File: src/rtl/lcdu_pkg.sv
`default_nettype none
// ----------------------------------------------------------------------------
// lcdu_pkg
// Shared types, codes and constants for the Luhn check digit unit.
// ----------------------------------------------------------------------------
package lcdu_pkg;

	localparam logic [1:0] MODE_ADD    = 2'd0;
	localparam logic [1:0] MODE_VERIFY = 2'd1;
	localparam logic [1:0] MODE_REMOVE = 2'd2;

	localparam int unsigned DATA_W  = 32;
	localparam int unsigned DIGIT_W = 4;

	// floor(x / 10) == (x * RECIP10) >> RECIP10_SHIFT for any 32-bit x
	localparam logic [DATA_W-1:0] RECIP10       = 32'hCCCC_CCCD;
	localparam int unsigned       RECIP10_SHIFT = 35;

	localparam logic [DATA_W-1:0]  ALL_ONES = {DATA_W{1'b1}};
	localparam logic [DIGIT_W-1:0] TEN      = 4'd10;
	localparam logic [DIGIT_W:0]   NINE_W   = 5'd9;
	localparam logic [DIGIT_W:0]   TEN_W    = 5'd10;

	typedef struct packed {
		logic [1:0]         mode;
		logic [DATA_W-1:0]  payload;   // payload being protected or checked
		logic [DATA_W-1:0]  rest;      // digits not yet taken
		logic [DIGIT_W-1:0] last_dig;  // received check digit
		logic               pay_ok;    // payload in range
		logic [DIGIT_W-1:0] sum;       // digit sum mod 10
	} lcdu_word_t;

	// 10^n - 1 for n up to 9, elaboration only
	function automatic logic [DATA_W-1:0] max_payload(input int unsigned n);
		logic [63:0] p;
		p = 64'd1;
		for (int i = 0; i < 9; i++) begin
			if (i < n) begin
				p = p * 64'd10;
			end
		end
		return p[DATA_W-1:0] - 32'd1;
	endfunction

	// x / 10 by reciprocal multiply
	function automatic logic [DATA_W-1:0] div10(input logic [DATA_W-1:0] x);
		logic [2*DATA_W-1:0] prod;
		prod = {{DATA_W{1'b0}}, x} * {{DATA_W{1'b0}}, RECIP10};
		return DATA_W'(prod >> RECIP10_SHIFT);
	endfunction

	function automatic logic [DATA_W-1:0] times10(input logic [DATA_W-1:0] x);
		return (x << 3) + (x << 1);
	endfunction

endpackage
`default_nettype wire

File: src/rtl/lcdu_front.sv
`default_nettype none
// ----------------------------------------------------------------------------
// lcdu_front
// Input stages: splits off the received check digit and range-checks the payload.
// ----------------------------------------------------------------------------
module lcdu_front #(
	parameter logic [31:0] MAX_PAY = 32'd99999999
) (
	input  wire logic                     clk,
	input  wire logic                     arst_n,
	input  wire logic                     in_vld,
	input  wire logic [1:0]               mode,
	input  wire logic [31:0]              value_in,
	output      logic                     out_vld,
	output      lcdu_pkg::lcdu_word_t     out_word
);
	import lcdu_pkg::*;

	logic              vld_s1;
	logic [1:0]        mode_s1;
	logic [DATA_W-1:0] val_s1;
	logic [DATA_W-1:0] quo_s1;

	logic              vld_s2;
	lcdu_word_t        word_s2;

	logic [DATA_W-1:0] pay;
	logic [DATA_W-1:0] rem_full;
	lcdu_word_t        word_n;

	always_ff @(posedge clk or negedge arst_n) begin
		if (!arst_n) begin
			vld_s1 <= 1'b0;
			vld_s2 <= 1'b0;
		end else begin
			vld_s1 <= in_vld;
			vld_s2 <= vld_s1;
		end
	end

	always_ff @(posedge clk) begin
		mode_s1 <= mode;
		val_s1  <= value_in;
		quo_s1  <= div10(value_in);
		word_s2 <= word_n;
	end

	always_comb begin
		pay      = (mode_s1 == MODE_ADD) ? val_s1 : quo_s1;
		rem_full = val_s1 - times10(quo_s1);
		word_n.mode     = mode_s1;
		word_n.payload  = pay;
		word_n.rest     = pay;
		word_n.last_dig = rem_full[DIGIT_W-1:0];
		word_n.pay_ok   = (pay != '0) && (pay <= MAX_PAY);
		word_n.sum      = '0;
	end

	assign out_vld  = vld_s2;
	assign out_word = word_s2;

endmodule
`default_nettype wire

File: config.mk
export PLATFORM = sky130hd
export DESIGN_NAME = lcdu_front
export DESIGN_NICKNAME = d
export VERILOG_FILES = /design/src/rtl/lcdu_pkg.sv /design/src/rtl/lcdu_front.sv
export SDC_FILE = /design/constraint.sdc
export NUM_CORES = 1
export LEC_CHECK = 0
export BUFFER_PORTS_ARGS = -buffer_cell sky130_fd_sc_hd__buf_4
export CELL_PAD_IN_SITES_DETAIL_PLACEMENT = 0
export CELL_PAD_IN_SITES_GLOBAL_PLACEMENT = 2
export CORE_MARGIN = 8
export CORE_UTILIZATION = 45
export DETAILED_ROUTE_END_ITERATION = 12
export PLACE_DENSITY = 0.85
export SLEW_MARGIN = 20
export SYNTH_ARGS = -nofsm -noshare
export SYNTH_HDL_FRONTEND = slang
export SYNTH_SLANG_ARGS = --single-unit
File: constraint.sdc
create_clock -name clk -period 6.4 [get_ports clk]
set_input_delay 1.28 -clock clk [delete_from_list [all_inputs] [get_ports clk]]
set_output_delay 1.28 -clock clk [all_outputs]
set_load 0.005 [all_outputs]
==> qor.txt <==
Post-CTS Hold Buffers -> 0
Ys flop type -> dfxtp_1
Syn_area_per_cell -> 10.2 µm²
Relative slew slack -> 0.299
Final min period -> 7710 ps
Die ar. -> 51100 µm²
Pre-CTS WS -> -1740 ps
Ports -> 113
Vias per cell -> 4.88
Unrepaired setup endpoints after global routing -> yes
Kind of critical path -> primary input to flip-flop
CP most frequent cell -> fa_1
Clk_lat worst skew -> 360 ps
Largest family of logic cells by synthesized area -> adder cells
Sink Count -> 104
DRC violations left -> 0
Commonest cells after routing, fill and taps aside -> inv_1, buf_4, fa_1
Post-DP HPWL -> 59000 µm
Post-synthesis mux area share -> 0.0168
Critical path's slowest cell -> fa_1
Final worst path period share -> 1.20
Mapped Area -> 19800 µm²
Share of layout cells above drive strength 1 -> 0.310
Num CTS Buffers -> 9
F_max -> 130 MHz
Number of global-route vias before repair -> 16000
Via count -> 14600
Xor/xnor cell area share of the yosys netlist -> 0.0358
Critical path peak fanout -> 5
Routed WL -> 64900 µm
Detail Route Antenna Nets -> 0
Synth Area in Simple Gates -> 0.0435
Synth Register Bits -> 104
Failing checks -> setup timing
Die X -> 226 µm
MaxCap Viol Count -> 0
Worst setup EP type -> flip-flop
Crit start category -> primary input
EDFF count, synth -> 0
Final instance area -> 25900 µm²
Compound-Gate Fraction of Synth Area -> 0.0576
Outcome -> complete, but fails checks
Endpoints failing setup -> 29
Critical Path AT -> 7960 ps
Max Clock Skew -> 11.0 ps
Most common cell after layout, fill and taps aside -> inv_1
Worst endpoint required time -> 6650 ps
Synth cell types -> 68
First-pass GRT wire length -> 98200 µm
Final worst setup slack -> -1310 ps
Drt pass-1 iters -> 5
Core area -> 43800 µm²
CTS root buf -> clkbuf_16
Die Ht -> 226 µm
Routability Congestion -> 0.977
Hold Violations, Final -> 0
Overflow after GRT -> 0
Synth Warn # -> 0
Site Rows -> 77
DR WL/cell -> 21.7 µm
Placed instance area -> 24200 µm²
Initial drt markers -> 752
Min-delay worst type -> flip-flop to flip-flop
CTS tree -> done
Fin Hold WS -> 357 ps
CP peak stage delay -> 560 ps
Clock Tree Buf Depth -> 2
Cell count after synthesis -> 1937
Clk slew on worst S/H paths -> 80 ps
Initial Utilization -> 0.453
Port Buf Inserts -> 108
H-tree levels -> 3
Seq/Total Area, Yosys -> 0.105
Async set or reset register ratio after synthesis -> 0.0192
Initial antenna violation count -> 4
P&R area growth vs syn -> 30.4%
Largest net degree at the start of global routing -> 37
Nets -> 3158
Least-Margin Pin Slew -> 1050 ps
Total GRT Usage -> 0.264
Final slew viol count -> 0
Post-Synth Adder-Cell Area -> 0.610
logic make-up after synthesis:
logic type / count (synthesis)
AO/OA/AOI/OAI: 168
XOR/XNOR: 81
adder cells (fa/ha/maj): 736
buffers and inverters: 653
flip-flops: 104
multiplexers: 30
other: 1
AND/OR/NAND/NOR: 164
path summary, 6_finish.rpt:
kind                                     from                  end  slack (ps)  depth (start not counted)
min                          vld_s1$_DFF_PN0_    out_vld$_DFF_PN0_         360                          0
max                              value_in[18]   quo_s1[21]$_DFF_P_       -1310                         27
max reg2reg                mode_s1[1]$_DFF_P_  out_word[4]$_DFF_P_        3030                          8
max in group asynchronous              arst_n    out_vld$_DFF_PN0_        5640                          1
min in group asynchronous              arst_n     vld_s1$_DFF_PN0_         680                          1
min reg2reg                  vld_s1$_DFF_PN0_    out_vld$_DFF_PN0_         360                          0
sequential cells by signal, summed over array words and instances, names as in the netlist:
register	flops
out_word	39
out_vld	1
val_s1	32
quo_s1	29
mode_s1	2
vld_s1	1
critical path, delay by kind of cell:
family	cells	cell delay (ps)
AOI/OAI and AO/OA	6	1260
adders and majority gates	9	4120
xor gates and xnor gates	1	160
buffers and inverters	9	790
and+or+nand+nor	2	310
synth_stat cells, drive strengths merged (3+ instances only):
cell type,n,share of area
nor2b,3,0.00095
nor4,5,0.0016
clkbuf,19,0.0036
and4,4,0.0018
and2,13,0.0041
mux2,26,0.015
nor4b,3,0.0013
fa,386,0.39
buf,39,0.014
and3,4,0.0013
inv,595,0.11
dfxtp,102,0.10
a21o,44,0.017
nand2b,4,0.0013
o31ai,3,0.0016
nor2,34,0.0068
xor2,47,0.021
o21bai,10,0.0038
nand4,18,0.0060
xnor2,34,0.015
nor3,6,0.0018
a211oi,5,0.0030
a31o,4,0.0018
a21oi,56,0.014
nand3,11,0.0028
o21ai,20,0.0050
ha,350,0.22
mux2i,4,0.0020
o211ai,5,0.0019
nand2,46,0.0087
or4,3,0.0013
cell type report:
type | count | area [µm²]
Antenna cell | 2 | 5.00
Clock buffer | 9 | 225
Clock inverter | 7 | 86.3
Fill cell | 3827 | 18000
Inverter | 595 | 2240
Multi-Input combinational cell | 1183 | 16500
Sequential cell | 104 | 2090
Tap cell | 592 | 741
Timing Repair Buffer | 492 | 4010
per-layer routing:
| metal | global-route usage | vias to the layer above | wire length (µm) |
|---|---|---|---|
| met3 | 0.0844 | 80 | 5630 |
| met1 | 0.352 | 7322 | 28100 |
| met5 | 0 | - | 24 |
| met2 | 0.408 | 385 | 29200 |
| met4 | 0.0767 | 4 | 1860 |
| li1 | - | 6781 | - |
through the flow:
step / util / TNS (ps) / instances
2_1_floorplan: - / -15300 / 1940
3_3_place_gp: 0.551 / -42820 / 2930
3_5_place_dp: 0.551 / -43580 / 2930
4_1_cts: 0.581 / -26180 / 2969
5_1_grt: 0.590 / -32600 / 2984
6_report: 0.590 / -28410 / 2984
timing repair:
| item | in CTS | in global routing |
|---|---|---|
| resized for setup | 155 | 65 |
| pin swaps | 86 | 59 |
| endpoints found under the setup margin | 29 | 29 |
| cloned | 1 | 0 |
| setup buffers | 22 | 15 |
Power is not shown: default switching activity piles up to over one toggle a cycle in this logic, so the estimate is an artifact.
