**config.mk**
```make
export PLATFORM = sky130hd
export DESIGN_NAME = lcdu_back
export DESIGN_NICKNAME = d
export VERILOG_FILES = /design/src/rtl/lcdu_pkg.sv /design/src/rtl/lcdu_back.sv
export SDC_FILE = /design/constraint.sdc
export NUM_CORES = 1
export LEC_CHECK = 0
export BUFFER_PORTS_ARGS = -buffer_cell sky130_fd_sc_hd__buf_2
export CORE_UTILIZATION = 57
export DETAILED_ROUTE_END_ITERATION = 10
export GPL_ROUTABILITY_DRIVEN = 0
export PLACE_DENSITY = 0.87
export SKIP_CTS_REPAIR_TIMING = 1
export SYNTH_ARGS = -nofsm -noshare
export SYNTH_HDL_FRONTEND = slang
export SYNTH_SLANG_ARGS = --single-unit
```
**constraint.sdc**
```tcl
create_clock -name clk -period 1.1 [get_ports clk]
set_input_delay 0.11 -clock clk [delete_from_list [all_inputs] [get_ports clk]]
set_output_delay 0.11 -clock clk [all_outputs]
set_load 0.01 [all_outputs]
```
**src/rtl/lcdu_pkg.sv**
```systemverilog
`default_nettype none
// ----------------------------------------------------------------------------
// lcdu_pkg
// Shared types, codes and constants for the Luhn check digit unit.
// ----------------------------------------------------------------------------
package lcdu_pkg;

	localparam logic [1:0] MODE_ADD    = 2'd0;
	localparam logic [1:0] MODE_VERIFY = 2'd1;
	localparam logic [1:0] MODE_REMOVE = 2'd2;

	localparam int unsigned DATA_W  = 32;
	localparam int unsigned DIGIT_W = 4;

	// floor(x / 10) == (x * RECIP10) >> RECIP10_SHIFT for any 32-bit x
	localparam logic [DATA_W-1:0] RECIP10       = 32'hCCCC_CCCD;
	localparam int unsigned       RECIP10_SHIFT = 35;

	localparam logic [DATA_W-1:0]  ALL_ONES = {DATA_W{1'b1}};
	localparam logic [DIGIT_W-1:0] TEN      = 4'd10;
	localparam logic [DIGIT_W:0]   NINE_W   = 5'd9;
	localparam logic [DIGIT_W:0]   TEN_W    = 5'd10;

	typedef struct packed {
		logic [1:0]         mode;
		logic [DATA_W-1:0]  payload;   // payload being protected or checked
		logic [DATA_W-1:0]  rest;      // digits not yet taken
		logic [DIGIT_W-1:0] last_dig;  // received check digit
		logic               pay_ok;    // payload in range
		logic [DIGIT_W-1:0] sum;       // digit sum mod 10
	} lcdu_word_t;

	// 10^n - 1 for n up to 9, elaboration only
	function automatic logic [DATA_W-1:0] max_payload(input int unsigned n);
		logic [63:0] p;
		p = 64'd1;
		for (int i = 0; i < 9; i++) begin
			if (i < n) begin
				p = p * 64'd10;
			end
		end
		return p[DATA_W-1:0] - 32'd1;
	endfunction

	// x / 10 by reciprocal multiply
	function automatic logic [DATA_W-1:0] div10(input logic [DATA_W-1:0] x);
		logic [2*DATA_W-1:0] prod;
		prod = {{DATA_W{1'b0}}, x} * {{DATA_W{1'b0}}, RECIP10};
		return DATA_W'(prod >> RECIP10_SHIFT);
	endfunction

	function automatic logic [DATA_W-1:0] times10(input logic [DATA_W-1:0] x);
		return (x << 3) + (x << 1);
	endfunction

endpackage
`default_nettype wire

```
**src/rtl/lcdu_back.sv**
```systemverilog
`default_nettype none
// ----------------------------------------------------------------------------
// lcdu_back
// Output stage: forms the check digit and the result word for each mode.
// ----------------------------------------------------------------------------
module lcdu_back (
	input  wire logic                 clk,
	input  wire logic                 arst_n,
	input  wire logic                 in_vld,
	input  wire lcdu_pkg::lcdu_word_t in_word,
	output      logic                 done,
	output      logic [31:0]          value_out,
	output      logic                 ok
);
	import lcdu_pkg::*;

	logic                done_q;
	logic [DATA_W-1:0]   value_q;
	logic                ok_q;

	logic [DIGIT_W-1:0]  chk;
	logic [DATA_W+3:0]   wide;
	logic [DATA_W-1:0]   value_n;
	logic                ok_n;

	always_comb begin
		chk  = (in_word.sum == '0) ? '0 : TEN - in_word.sum;
		wide = ({4'b0, in_word.payload} << 3) + ({4'b0, in_word.payload} << 1)
			+ {{DATA_W{1'b0}}, chk};
		value_n = ALL_ONES;
		ok_n    = 1'b0;
		case (in_word.mode)
			MODE_ADD: begin
				if (in_word.pay_ok && (wide[DATA_W+3:DATA_W] == '0)) begin
					value_n = wide[DATA_W-1:0];
					ok_n    = 1'b1;
				end
			end
			MODE_VERIFY: begin
				value_n = '0;
				ok_n    = in_word.pay_ok && (in_word.last_dig == chk);
			end
			MODE_REMOVE: begin
				if (in_word.pay_ok && (in_word.last_dig == chk)) begin
					value_n = in_word.payload;
					ok_n    = 1'b1;
				end
			end
			default: begin
				value_n = ALL_ONES;
				ok_n    = 1'b0;
			end
		endcase
	end

	always_ff @(posedge clk or negedge arst_n) begin
		if (!arst_n) begin
			done_q <= 1'b0;
		end else begin
			done_q <= in_vld;
		end
	end

	always_ff @(posedge clk) begin
		value_q <= value_n;
		ok_q    <= ok_n;
	end

	assign done      = done_q;
	assign value_out = value_q;
	assign ok        = ok_q;

endmodule
`default_nettype wire

```
==> results of run 1 <==
## metrics by stage
step           TNS, ns  setup slack (ns)
4_1_cts         -80.86             -2.57
3_5_place_dp    -89.25             -2.83
3_3_place_gp    -81.46             -2.55
2_1_floorplan   -72.01             -2.32
## cell families after synthesis
kind of cell | after synthesis
compound gates | 178
simple gates | 120
fa+ha+maj | 70
flops | 34
xor+xnor | 32
buf+inv | 27
mux | 3
## Yosys cell counts (2+ instances only)
| library cell | instances | area (um2) |
|---|---|---|
| dfxtp_1 | 33 | 661 |
| o31ai_1 | 2 | 15.0 |
| or2_2 | 2 | 12.5 |
| o211ai_1 | 4 | 30.0 |
| a32oi_1 | 2 | 17.5 |
| nand4_1 | 6 | 37.5 |
| a21oi_1 | 43 | 215 |
| nor2_1 | 26 | 97.6 |
| fa_1 | 2 | 40.0 |
| ha_1 | 68 | 851 |
| nor2b_1 | 3 | 18.8 |
| a2bb2oi_1 | 17 | 149 |
| a21o_1 | 12 | 90.1 |
| clkbuf_1 | 12 | 45.0 |
| a31oi_1 | 4 | 25.0 |
| xnor2_1 | 21 | 184 |
| o21a_1 | 16 | 120 |
| buf_2 | 3 | 15.0 |
| and2_1 | 4 | 25.0 |
| a211oi_1 | 5 | 37.5 |
| inv_1 | 11 | 41.3 |
| nor3_1 | 8 | 40.0 |
| xor2_1 | 10 | 87.6 |
| nand2_1 | 49 | 184 |
| mux2i_1 | 2 | 20.0 |
| a2111o_1 | 7 | 78.8 |
| nand3_1 | 4 | 20.0 |
| a21boi_0 | 3 | 22.5 |
| nand3b_1 | 4 | 30.0 |
| o21bai_1 | 2 | 15.0 |
| and3_1 | 8 | 50.1 |
| o21ai_0 | 48 | 240 |
## layer usage
metal	GRT overflow	GRT usage
met1	0	0.607
met2	1	0.854
met3	0	0.354
met4	1	0.584
met5	0	0.0909
==> impl_metrics.toml, run 1 <==
[yosys]
ys_async_sr_fraction = 0.0294
synth_xor_area_frac = 0.0757
ys_warn_count = 0
avgSynthCellArea_um2 = 8.19
synthAdderAreaFrac = 0.234
synth_compound_area_frac = 0.322
netlist_area_um2 = 3800
synth_top_flop_cell = "dfxtp_1"
synth.distinct_cells = 55
synth_mux_area_frac = 0.00823
ys_ff_latch = 34
synth-simple-area-share = 0.151
syn-num-nets = 612
synth_top_family_by_area = "compound AO/OA/AOI/OAI gates"
seq_area_frac_synth = 0.180
synth_edf_count = 0
syn_inst = 464

[die]
die_y_um = 83.7
initial_core_util = 0.595
die_w_um = 83.7
rows = 29
io_pins = 112

[global_routing]
grtUsageTotal = 0.606
grt_max_degree = 15
gr-total-overflow = 2

[placement]
io_buffers = 79
place_inst = 743
detailed_place_hpwl_mm = 11.3
place_area_um2 = 5360

[clocking]
clock_sinks = 34
cts-buffers-inserted = 5
h-tree-depth = 2
cts_max_path_buffers = 2
cts_root_buf = "clkbuf_8"

[timing]
worst-ep-kind = "register input"
postGrtWorstEndpoint = "value_out[15]$_DFF_P_/D"

[run_status]
status = "aborted with a tool error"
first-error = "[ERROR GRT-0232] Routing congestion too high. Check the congestion heatmap in the GUI."
haltStage = "global routing"
==> run 2, diff against run 1 <==
Settings changed: CORE_UTILIZATION 57 to 40, PLACE_DENSITY 0.87 to unset, PLACE_DENSITY_LB_ADDON set to 0.15.
==> run 2 against run 1 <==
The flow now finishes, with violations (negative setup slack). Synthesized area did not move. Synthesized cell count unchanged.
==> impl_metrics.toml, run 2 <==
[timing]
max_freq_mhz = 306
fin_crit_ns = 3.27
final_max_slew_viol_count = 0
rsz0062_at_grt = "true"
min_period_over_period = 2.97
fin_ws_ns = -2.17
slew_headroom = 0.712
finalHoldViolCount = 0
worst_pin_slew_ns = 0.425
setup_viol = 33

[yosys]
syn-num-nets = 612
ys_warn_count = 0
ys_async_sr_fraction = 0.0294
synth_top_flop_cell = "dfxtp_1"
netlist_area_um2 = 3800
synth.distinct_cells = 55
avgSynthCellArea_um2 = 8.19
syn_inst = 464
ys_top_cells_by_area = "ha_1 22%, dfxtp_1 17%, o21ai_0 6.3%, a21oi_1 5.7%, nand2_1 4.8%"
seq_area_frac_synth = 0.180
yosysTopAreaCell = "ha_1"
synth_most_common_cell = "ha_1"
synth_edf_count = 0
yosysTopAreaCellShare = 0.224
netlist_top_cells_count = "68 x ha_1, 49 x nand2_1, 48 x o21ai_0, 43 x a21oi_1, 33 x dfxtp_1"
ys_ff_latch = 34

[detailed_routing]
drt-total-wl_mm = 12.4
avgRoutedWirePerCell_um = 15.2
via_count = 4355
ant_nets = 0
drt-pass1-iter-count = 5
wl_met1_mm = 5.84
drc = 0
top_layer_used = "met4"
met2_length_mm = 5.92
drt_iter0_markers = 180
via_per_inst = 5.34
dr_wl_met3_um = 431

[die]
dieArea_um2 = 9900
core-area_um2 = 9240
io_pins = 112
initial_core_util = 0.412
die_w_um = 99.5
rows = 35
die_y_um = 99.5

[worst_hold_path]
hold_path_class = "input pin to asynchronous set/reset pin"

[layout]
area_growth_pct = 50.9
final_layout_size_suffix_gt1_frac = 0.394
utilization = 0.621
nets = 833
layout_commonest_cell = "buf_4"
final_cell_mix = "142 x buf_4, 77 x buf_2, 66 x ha_1, 49 x nand2_1, 46 x o21ai_0"
largest_reg_flops = 32
num_antenna_cells = 0

[critical_path]
critPathBufInv = 3
cp-startpoint = "in_word[1]"
cp_max_fo = 4
crit_required_ns = 1.31
slowest_stage = "fa_1"
path_cells = "buf_12 > inv_12 > ha_4 > nor2_2 > mux2_4 > fa_1 > fa_2 > a21o_1 > a221oi_2 > o221a_4 > o211a_4 > a31oi_4 > mux2i_2 > nor4_4 > buf_6 > a21oi_4 > a2111o_1"
start_kind = "input pin"
worstSetupEndpoint = "value_out[20]$_DFF_P_"
critical_path_depth = 17
arrival_ns = 3.48
crit_family = "compound AO/OA/AOI/OAI gates"
slowest_delay_ns = 0.48
endpoint_kind = "flip-flop"
worst-setup-path-type = "input pin to flip-flop"

[global_routing]
first_global_vias = 4256
grt_max_degree = 15
grtUsageTotal = 0.250
gr-total-overflow = 0
grt_pass1_wl_mm = 19.8
antenna_found_initial = 0

[clocking]
h-tree-depth = 2
cts_root_buf = "clkbuf_8"
cts_max_path_buffers = 2
cts_tree = "done"
path_clk_slew_ns = 0.09
clock_sinks = 34
cts-buffers-inserted = 5

[power]
cellPowerDensity_nw_per_um2 = 1030
max-vdd-ir-drop_v = 0.000622
p_leak_nw = 2.81
p_total_w = 0.00593

[run]
cap_viol_max_count = 0

[run_status]
status = "complete, but fails checks"
violations = "negative setup slack"

[placement]
detailed_place_hpwl_mm = 10.0
io_buffers = 79
[run 2: cell counts after synthesis]
Identical to the previous run, type by type.
[run 2: power by group]
| part | internal [W] | total [W] | switching, W |
|---|---|---|---|
| clock | 0.000507 | 0.00108 | 0.000574 |
| sequential | 0.00137 | 0.00141 | 0.0000388 |
| combinational | 0.00174 | 0.00344 | 0.00170 |
[run 2: worst min path at each step]
stage | start | end | slack (ns)
6_report | arst_n | done$_DFF_PN0_ | 0.11
5_1_grt | arst_n | done$_DFF_PN0_ | 0.10
4_1_cts | arst_n | done$_DFF_PN0_ | -0.44
3_5_place_dp | arst_n | done$_DFF_PN0_ | -0.11
3_3_place_gp | arst_n | done$_DFF_PN0_ | -0.12
2_1_floorplan | arst_n | done$_DFF_PN0_ | -0.19
[run 2: area by class of cell]
type                            instances  area [um2]
Inverter                               11        66.3
Tap cell                              129         161
Multi-Input combinational cell        404        3150
Timing Repair Buffer                  229        1580
Clock inverter                          1        5.00
Fill cell                             855        3500
Clock buffer                            7        86.3
Sequential cell                        34         686
[run 2: metal layers]
| metal | global-route usage | vias to the layer above |
|---|---|---|
| li1 | - | 2182 |
| met1 | 0.325 | 2044 |
| met2 | 0.442 | 118 |
| met3 | 0.0246 | 11 |
| met4 | 0.0656 | 0 |
| met5 | 0 | - |
[run 2: cells by family after synthesis]
| kind of cell | Yosys count | synth area share |
|---|---|---|
| flip-flops | 34 | 0.180 |
| buffers and inverters | 27 | 0.0280 |
| AND/OR/NAND/NOR | 120 | 0.151 |
| multiplexers | 3 | 0.00823 |
| AO/OA/AOI/OAI | 178 | 0.322 |
| XOR/XNOR | 32 | 0.0757 |
| adder cells (fa/ha/maj) | 70 | 0.234 |
[run 2: stage by stage]
stage | hold slack, ns | std cells | TNS (ns) | setup slack [ns] | instance area [um2]
after floorplan | -0.186 | 464 | -72.01 | -2.32 | 3880
after global placement | -0.115 | 800 | -81.80 | -2.58 | 5450
after detailed placement | -0.114 | 800 | -83.33 | -2.64 | 5450
after CTS | -0.441 | 808 | -72.89 | -2.33 | 5540
after global routing | 0.103 | 815 | -73.09 | -2.25 | 5740
final | 0.109 | 815 | -69.96 | -2.17 | 5740
Power figures use the tool's default switching activity.
